File: src/rtl/core/avts_pkg.sv
package avts_pkg;

   localparam int AUDIO_DEPTH = 16;
   localparam int VIDEO_DEPTH = 16;
   localparam int TAG_BITS    = 16;

   localparam int STAMP_W = 32;
   localparam int TAG_W   = 16;
   localparam int DELAY_W = 16;

   localparam int AUDIO_AW = $clog2(AUDIO_DEPTH);
   localparam int AUDIO_FW = $clog2(AUDIO_DEPTH + 1);
   localparam int VIDEO_AW = $clog2(VIDEO_DEPTH);
   localparam int VIDEO_FW = $clog2(VIDEO_DEPTH + 1);

   localparam logic [DELAY_W-1:0] DELAY_RESET = 16'd40;

   localparam logic [1:0] OP_PUSH_AUDIO = 2'd0;
   localparam logic [1:0] OP_PUSH_VIDEO = 2'd1;
   localparam logic [1:0] OP_SYNC       = 2'd2;

   localparam logic [1:0] STATUS_PUSHED  = 2'd0;
   localparam logic [1:0] STATUS_DROPPED = 2'd1;
   localparam logic [1:0] STATUS_SYNCED  = 2'd2;
   localparam logic [1:0] STATUS_EMPTY   = 2'd3;

   typedef struct packed {
      logic [1:0]         opcode;
      logic [STAMP_W-1:0] stamp;
      logic [TAG_W-1:0]   payload_tag;
   } req_type;

   typedef struct packed {
      logic [1:0]         status;
      logic               has_image;
      logic [STAMP_W-1:0] audio_stamp;
      logic [TAG_W-1:0]   audio_tag;
      logic [STAMP_W-1:0] image_stamp;
      logic [TAG_W-1:0]   image_tag;
   } rsp_type;

   typedef struct packed {
      logic [STAMP_W-1:0]  stamp;
      logic [TAG_BITS-1:0] tag;
   } entry_type;

endpackage

File: src/rtl/core/av_timestamp_synchronizer_top.sv
// Channel  Direction  Handshake             Payload
// req      in         req_valid/req_stall   req_type: opcode, stamp, payload_tag
// rsp      out        rsp_valid/rsp_stall   rsp_type: status, has_image, audio and image
// csr      in         csr_wr_en             csr_wr_data: acceptable delay in ms
//
// A push, an ignored opcode or a sync on an empty queue is handled in the idle state.
// A sync enters the compare state and discards stale video frames there until it finishes,
// since one subtract-and-compare unit examines one frame head per cycle.
// Synchronous reset empties both queues, sets the delay to 40 and clears the output valid.
// A request is taken while a finished result waits, if that result drains in that cycle.
module av_timestamp_synchronizer_top
   import avts_pkg::*;
(
   input  logic               clock,
   input  logic               reset,
   input  logic               req_valid,
   output logic               req_stall,
   input  req_type            req_data,
   output logic               rsp_valid,
   input  logic               rsp_stall,
   output rsp_type            rsp_data,
   input  logic               csr_wr_en,
   input  logic [DELAY_W-1:0] csr_wr_data
);

   localparam logic ST_IDLE = 1'b0;
   localparam logic ST_CMP  = 1'b1;

   logic               state_ff, state_in;
   logic               rsp_valid_ff, rsp_valid_in;
   rsp_type            rsp_data_ff, rsp_data_in;
   logic [DELAY_W-1:0] delay_ff;

   logic [AUDIO_AW-1:0] audio_rd_ptr_ff, audio_rd_ptr_in;
   logic [AUDIO_FW-1:0] audio_fill_ff, audio_fill_in;
   logic [VIDEO_AW-1:0] video_rd_ptr_ff, video_rd_ptr_in;
   logic [VIDEO_FW-1:0] video_fill_ff, video_fill_in;

   entry_type audio_mem [AUDIO_DEPTH];
   entry_type video_mem [VIDEO_DEPTH];
   entry_type audio_head_ff;
   entry_type video_head_ff;
   entry_type push_entry;

   logic                audio_push;
   logic                video_push;
   logic [AUDIO_AW:0]   audio_wr_sum;
   logic [VIDEO_AW:0]   video_wr_sum;
   logic [AUDIO_AW-1:0] audio_wr_addr;
   logic [VIDEO_AW-1:0] video_wr_addr;
   logic [AUDIO_AW-1:0] audio_ptr_next;
   logic [VIDEO_AW-1:0] video_ptr_next;

   logic                req_accept;
   logic                rsp_free;
   logic signed [STAMP_W:0] diff;
   logic signed [STAMP_W:0] delay_ext;
   logic                video_ahead;
   logic                audio_ahead;

   assign rsp_free   = !rsp_valid_ff || !rsp_stall;
   assign req_stall  = (state_ff != ST_IDLE) || !rsp_free;
   assign req_accept = req_valid && !req_stall;
   assign rsp_valid  = rsp_valid_ff;
   assign rsp_data   = rsp_data_ff;

   assign push_entry.stamp = req_data.stamp;
   assign push_entry.tag   = TAG_BITS'(req_data.payload_tag);

   // The write address wraps once at most, since the head pointer is below the depth and the
   // fill is at most the depth.
   always_comb begin
      audio_wr_sum = (AUDIO_AW + 1)'(audio_rd_ptr_ff) + (AUDIO_AW + 1)'(audio_fill_ff);
      if (audio_wr_sum >= (AUDIO_AW + 1)'(AUDIO_DEPTH)) begin
         audio_wr_addr = AUDIO_AW'(audio_wr_sum - (AUDIO_AW + 1)'(AUDIO_DEPTH));
      end else begin
         audio_wr_addr = AUDIO_AW'(audio_wr_sum);
      end
      video_wr_sum = (VIDEO_AW + 1)'(video_rd_ptr_ff) + (VIDEO_AW + 1)'(video_fill_ff);
      if (video_wr_sum >= (VIDEO_AW + 1)'(VIDEO_DEPTH)) begin
         video_wr_addr = VIDEO_AW'(video_wr_sum - (VIDEO_AW + 1)'(VIDEO_DEPTH));
      end else begin
         video_wr_addr = VIDEO_AW'(video_wr_sum);
      end
      audio_ptr_next = (audio_rd_ptr_ff == AUDIO_AW'(AUDIO_DEPTH - 1)) ?
                       '0 : audio_rd_ptr_ff + AUDIO_AW'(1);
      video_ptr_next = (video_rd_ptr_ff == VIDEO_AW'(VIDEO_DEPTH - 1)) ?
                       '0 : video_rd_ptr_ff + VIDEO_AW'(1);
   end

   always_comb begin
      diff        = $signed({1'b0, audio_head_ff.stamp}) - $signed({1'b0, video_head_ff.stamp});
      delay_ext   = $signed({{(STAMP_W + 1 - DELAY_W){1'b0}}, delay_ff});
      audio_ahead = diff > delay_ext;
      video_ahead = diff < -delay_ext;
   end

   always_comb begin
      state_in        = state_ff;
      rsp_valid_in    = rsp_valid_ff && rsp_stall;
      rsp_data_in     = rsp_data_ff;
      audio_rd_ptr_in = audio_rd_ptr_ff;
      audio_fill_in   = audio_fill_ff;
      video_rd_ptr_in = video_rd_ptr_ff;
      video_fill_in   = video_fill_ff;
      audio_push      = 1'b0;
      video_push      = 1'b0;
      unique case (state_ff)
         ST_IDLE: begin
            if (req_accept) begin
               unique case (req_data.opcode)
                  OP_PUSH_AUDIO: begin
                     rsp_valid_in = 1'b1;
                     rsp_data_in  = '0;
                     if (audio_fill_ff == AUDIO_FW'(AUDIO_DEPTH)) begin
                        rsp_data_in.status = STATUS_DROPPED;
                     end else begin
                        rsp_data_in.status = STATUS_PUSHED;
                        audio_push         = 1'b1;
                        audio_fill_in      = audio_fill_ff + AUDIO_FW'(1);
                     end
                  end
                  OP_PUSH_VIDEO: begin
                     rsp_valid_in = 1'b1;
                     rsp_data_in  = '0;
                     if (video_fill_ff == VIDEO_FW'(VIDEO_DEPTH)) begin
                        rsp_data_in.status = STATUS_DROPPED;
                     end else begin
                        rsp_data_in.status = STATUS_PUSHED;
                        video_push         = 1'b1;
                        video_fill_in      = video_fill_ff + VIDEO_FW'(1);
                     end
                  end
                  OP_SYNC: begin
                     if (audio_fill_ff == '0 || video_fill_ff == '0) begin
                        rsp_valid_in       = 1'b1;
                        rsp_data_in        = '0;
                        rsp_data_in.status = STATUS_EMPTY;
                     end else begin
                        state_in = ST_CMP;
                     end
                  end
                  default: begin
                  end
               endcase
            end
         end
         ST_CMP: begin
            rsp_data_in.status      = STATUS_SYNCED;
            rsp_data_in.audio_stamp = audio_head_ff.stamp;
            rsp_data_in.audio_tag   = TAG_W'(audio_head_ff.tag);
            rsp_data_in.image_stamp = video_head_ff.stamp;
            rsp_data_in.image_tag   = TAG_W'(video_head_ff.tag);
            rsp_data_in.has_image   = 1'b0;
            priority if (video_ahead) begin
               rsp_valid_in    = 1'b1;
               audio_rd_ptr_in = audio_ptr_next;
               audio_fill_in   = audio_fill_ff - AUDIO_FW'(1);
               state_in        = ST_IDLE;
            end else if (audio_ahead) begin
               video_rd_ptr_in = video_ptr_next;
               video_fill_in   = video_fill_ff - VIDEO_FW'(1);
               if (video_fill_ff == VIDEO_FW'(1)) begin
                  rsp_valid_in    = 1'b1;
                  audio_rd_ptr_in = audio_ptr_next;
                  audio_fill_in   = audio_fill_ff - AUDIO_FW'(1);
                  state_in        = ST_IDLE;
               end
            end else begin
               rsp_valid_in          = 1'b1;
               rsp_data_in.has_image = 1'b1;
               video_rd_ptr_in       = video_ptr_next;
               video_fill_in         = video_fill_ff - VIDEO_FW'(1);
               audio_rd_ptr_in       = audio_ptr_next;
               audio_fill_in         = audio_fill_ff - AUDIO_FW'(1);
               state_in              = ST_IDLE;
            end
         end
         default: begin
            state_in = ST_IDLE;
         end
      endcase
   end

   always_ff @(posedge clock) begin
      if (reset) begin
         state_ff        <= ST_IDLE;
         rsp_valid_ff    <= 1'b0;
         delay_ff        <= DELAY_RESET;
         audio_rd_ptr_ff <= '0;
         audio_fill_ff   <= '0;
         video_rd_ptr_ff <= '0;
         video_fill_ff   <= '0;
      end else begin
         state_ff        <= state_in;
         rsp_valid_ff    <= rsp_valid_in;
         audio_rd_ptr_ff <= audio_rd_ptr_in;
         audio_fill_ff   <= audio_fill_in;
         video_rd_ptr_ff <= video_rd_ptr_in;
         video_fill_ff   <= video_fill_in;
         if (csr_wr_en) begin
            delay_ff <= csr_wr_data;
         end
      end
   end

   always_ff @(posedge clock) begin
      rsp_data_ff <= rsp_data_in;
   end

   // The head registers follow the next head pointer, so each comparison sees the current head.
   always_ff @(posedge clock) begin
      if (audio_push) begin
         audio_mem[audio_wr_addr] <= push_entry;
      end
      audio_head_ff <= audio_mem[audio_rd_ptr_in];
   end

   always_ff @(posedge clock) begin
      if (video_push) begin
         video_mem[video_wr_addr] <= push_entry;
      end
      video_head_ff <= video_mem[video_rd_ptr_in];
   end

`ifndef ASSERT_OFF
   a_fill_bound: assert property (@(posedge clock) disable iff (reset)
      audio_fill_ff <= AUDIO_FW'(AUDIO_DEPTH) && video_fill_ff <= VIDEO_FW'(VIDEO_DEPTH))
      else $error("queue fill beyond depth");

   a_cmp_out_free: assert property (@(posedge clock) disable iff (reset)
      state_ff == ST_CMP |-> !rsp_valid_ff)
      else $error("result pending while a sync is compared");

   a_cmp_nonempty: assert property (@(posedge clock) disable iff (reset)
      state_ff == ST_CMP |-> audio_fill_ff != '0 && video_fill_ff != '0)
      else $error("sync compare with an empty queue");

   a_sync_pops_audio: assert property (@(posedge clock) disable iff (reset)
      state_ff == ST_CMP && state_in == ST_IDLE |=>
      audio_fill_ff == $past(audio_fill_ff) - AUDIO_FW'(1) && rsp_valid_ff)
      else $error("finished sync did not pop audio and emit");
`endif

endmodule
File: config.mk
export PLATFORM = sky130hd
export DESIGN_NAME = av_timestamp_synchronizer_top
export DESIGN_NICKNAME = d
export VERILOG_FILES = /design/src/rtl/core/avts_pkg.sv /design/src/rtl/core/av_timestamp_synchronizer_top.sv
export SDC_FILE = /design/constraint.sdc
export NUM_CORES = 2
export LEC_CHECK = 0
export BUFFER_PORTS_ARGS = -buffer_cell sky130_fd_sc_hd__buf_2
export CAP_MARGIN = 5
export CORE_MARGIN = 4
export CORE_UTILIZATION = 35
export CTS_CLUSTER_DIAMETER = 80
export DETAILED_ROUTE_END_ITERATION = 8
export PLACE_DENSITY = 0.6
export SLEW_MARGIN = 20
export SYNTH_ARGS = -nofsm -noshare
export SYNTH_HDL_FRONTEND = slang
export SYNTH_SLANG_ARGS = --single-unit
export TNS_END_PERCENT = 10
File: constraint.sdc
create_clock -name clock -period 16.5 [get_ports clock]
set_input_delay 2.475 -clock clock [delete_from_list [all_inputs] [get_ports clock]]
set_output_delay 2.475 -clock clock [all_outputs]
set_load 0.05 [all_outputs]
==> summary.md <==
| Metric | Value |
|---|---|
| CP Max Fanout | 55 |
| # hold bufs at CTS | 0 |
| Gr ovfl total | 0 |
| CTS tree | yes |
| Outcome | completed |
| # port buffers | roughly 170 |
| Vias/cell | ~5.4 |
| Unique masters post-synth | 80 |
| Clk root buf | clkbuf_16 |
| CP Class | reg -> reg |
| RSZ-0062 raised after global routing | false |
| Final setup fails | 0 |
| Fmax | 0.110 GHz |
| Antenna-violating nets left | 0 |
| Post-CTS setup buffers | 0 |
| Arrival time at the worst endpoint | between 9000 and 10000 ps |
| Commonest cells after routing, fill and taps aside | edfxtp_1 (1635), a21oi_1 (302), nand2_1 (256), mux2i_1 (256) |
| Maximum root-to-sink buffer count | 3 |
| TritonRoute pass-1 iters | 5 |
| CTS H-Tree Depth | 4 |
| Syn Nets | approximately 4200 |
| Post-synthesis sequential area ratio | roughly three quarters |
| Slew Viols, Final | 0 |
| Die area | 207000 sq um |
| Ys Warns | 0 |
| DR DRC count | 0 |
| Final hold vios | 0 |
| Mux cell area share after synthesis | about a tenth |
| PwrDens | about 120 nW/um^2 |
| Vias in the first global route | between 30000 and 40000 |
| Worst setup EP type | flop |
| Final wirelength | 193000 um |
| Peak VDD IR | roughly 0.000075 V |
| First-pass GRT wire length | 274000 um |
| Most common cell after layout, fill and taps aside | edfxtp_1 |
| Die height | 455 um |
| Placed instance area | approximately 74000 sq um |
| Synth Register Bits | between 1500 and 2000 |
| Critical R2R Launch | audio_head_ff[37] |
| Simple-gate share of the synthesized area | roughly 4.8% |
| Syn avg cell area | ~17 sq um |
| Post-synth top flop | edfxtp_1 |
| Routed vias | about 38000 |
| Fin area | roughly 80000 sq um |
| R2R Setup Slk | roughly 7400 ps |
| Placed Instances | about 6700 |
| Post-synthesis async set-or-reset flop share | 0% |
| DR iter-0 viols | approximately 4000 |
| Adder-cell share of the synthesized area | ~1.9% |
| Critical Path Start Type | flop |
| Slowest CP cell | o31ai_1 |
| Area grow syn2layout | 14.5% |
| CTS Buf Count | 175 |
| # rows | around 160 |
| Leakage dissipation | 26.0 nW |
| Cells after Synth | 4066 |
| Fin Clk Skew | approximately 30 ps |
| Detailed placement HPWL | about 110000 um |
| Share of cells above drive strength 1 | between 10% and 20% |
| Clock-pin slew of the registers on the worst-case setup and hold paths | roughly 60 ps |
| Hold path cells | 1 |
| Worst Reg2Reg Path Length in Cells | 24 |
| Core area | roughly 200000 sq um |
| XOR/XNOR Fraction of Synth Area | 0.627% |
| Skew-Pair Late Insertion Delay | about 800 ps |
| Crit-path most repeated cell | buf_4 |
| Non-Filler Instances | 7052 |
| Initial antenna violation count | 19 |
| Minimum clock period | ~9100 ps |
| Setup TNS | 0 ps |
| Worst path max stage delay | between 800 and 900 ps |
| Max-Cap Viols | 0 |
| Crit-path cells | ha_1 > o21ai_0 > a21oi_1 > o31ai_1 > a211oi_1 > nor4b_1 > nor2_1 > ha_1 > nand4_1 > or3_1 > nor3_1 > nand3_1 > nor3_1 > a311oi_1 > o2111ai_1 > and2_1 > mux2i_4 > buf_4 > buf_4 > buf_4 > mux4_2 > nor2b_1 > a211oi_1 > a21oi_1 |
| FF-to-FF End | video_head_ff[14] |
| Worst path required time | 17120 ps |
| Worst hold path startpoint | audio_head_ff[6] |
| Initial Util | a little over a third |
| Worst Hold Path EP | rsp_data[54] |
| Hold/Removal Path Class | reg -> reg |
| Relative max-transition margin | between 20 and 25% |
| Post-synthesis compound-gate area fraction | a little under 7% |
| EDFF count, synth | ~1600 |
| Final RePlAce weighted congestion | roughly 0.88 |
| Worst slew pin tran | approximately 1100 ps |
| Largest family of logic cells by synthesized area | multiplexers |
| Final worst path period share | a little over half |
| Synthesized cell area | 69900 sq um |
| Final #Nets | about 4400 |
| Num Clock Sinks | 1767 |
| Chip Width | around 450 um |
| Largest net degree at the start of global routing | about 180 |
| CTS-repair resized insts | 0 |
| Gr usage total | 18.3% |
| Io pins | about 170 |
| Wire length per cell | ~27 um |
[cells in the mapped netlist, types with 15 or more instances]
master	n	area share (%)
o21ai_0	27	0.19
buf_4	24	0.26
dfxtp_1	132	3.8
inv_1	84	0.45
xnor2_1	36	0.45
a21o_1	19	0.20
a211oi_1	65	0.70
buf_2	53	0.38
nand2_1	257	1.4
nand4_1	16	0.14
buf_1	15	0.081
nand3_1	21	0.15
clkbuf_1	141	0.76
or4_1	51	0.55
mux4_2	192	6.2
edfxtp_1	1635	70
nor2_1	136	0.73
a221oi_1	192	2.4
mux2i_1	261	3.7
nor3_1	22	0.16
and2_1	70	0.63
nor2b_1	56	0.50
a21oi_1	302	2.2
ha_1	99	1.8
[power breakdown]
part	leakage, nW	internal [mW]	switching, mW	total, mW
Clock	2.82	2.33	1.70	4.02
Sequential	15.9	4.93	0.0202	4.95
Combinational	7.28	0.0823	0.230	0.312
Total	26.0	7.34	1.94	9.28
[how the worst max path moves through the flow]
stage / startpoint / end / slack (ps) / cells after the start
after floorplan: audio_head_ff[16] / video_head_ff[10] / 10510 / 27
after global placement: audio_head_ff[37] / video_head_ff[14] / 7660 / 24
after detailed placement: audio_head_ff[37] / video_head_ff[2] / 7520 / 24
after CTS: audio_head_ff[37] / video_head_ff[14] / 7500 / 24
after global routing: audio_head_ff[16] / video_head_ff[3] / 6990 / 28
final: audio_head_ff[37] / video_head_ff[14] / 7430 / 24
[stage by stage]
step / worst slack (ps) / hold slack (ps) / util, % / total power, mW
3_5_place_dp: 7520 / 502 / 37.4 / 5.36
6_report: 7430 / 507 / 40.4 / 9.28
3_3_place_gp: 7660 / 502 / 37.3 / 5.35
2_1_floorplan: 10510 / 474 / - / 5.22
4_1_cts: 7500 / 508 / 40.4 / 9.36
5_1_grt: 6990 / 519 / 40.4 / 9.58
[cell type report]
class / instances / area [sq um]
diodes: 6 / 15.0
clock buffers: 236 / 4840
clock inverters: 91 / 978
fillers: 17600 / 118000
inverters: 84 / 315
multi-input cells: 1981 / 17200
flip-flops and latches: 1767 / 51700
well taps: 2640 / 3300
repair buffers: 247 / 1620
[kinds of logic (layout without fill, tap and decap cells)]
family,Yosys count,in the layout
flops,1767,1767
other cells,0,6
buf+inv,318,658
xor+xnor,50,50
compound gates,694,694
simple gates,680,680
fa+ha+maj,103,103
mux,454,454
[worst max-delay path, delay by kind of cell, from the launching register on]
kind | cells | cell delay (ps)
AND/OR/NAND/NOR | 9 | 2490
buffers and inverters | 3 | 2110
multiplexers | 2 | 880
AO/OA/AOI/OAI | 8 | 2080
adder cells (fa/ha/maj) | 2 | 730
flip-flops | 1 | 450
[registers in the layout, summed over array words and instances, names as in the netlist, 4 cells and up]
| signal | flops |
|---|---|
| video_mem | 768 |
| audio_rd_ptr_ff | 4 |
| video_head_ff | 48 |
| video_fill_ff | 5 |
| video_rd_ptr_ff | 4 |
| audio_mem | 768 |
| delay_ff | 16 |
| rsp_data | 99 |
| audio_fill_ff | 5 |
| audio_head_ff | 48 |
[metal layers]
metal | up-vias | routed length (um) | track usage (%)
li1 | 16600 | - | -
met1 | 19800 | 78300 | 24.0
met2 | 1413 | 94400 | 30.4
met3 | 328 | 12500 | 3.34
met4 | 14 | 7210 | 6.69
met5 | - | 99 | 0
(Power assumes the default switching activity.)
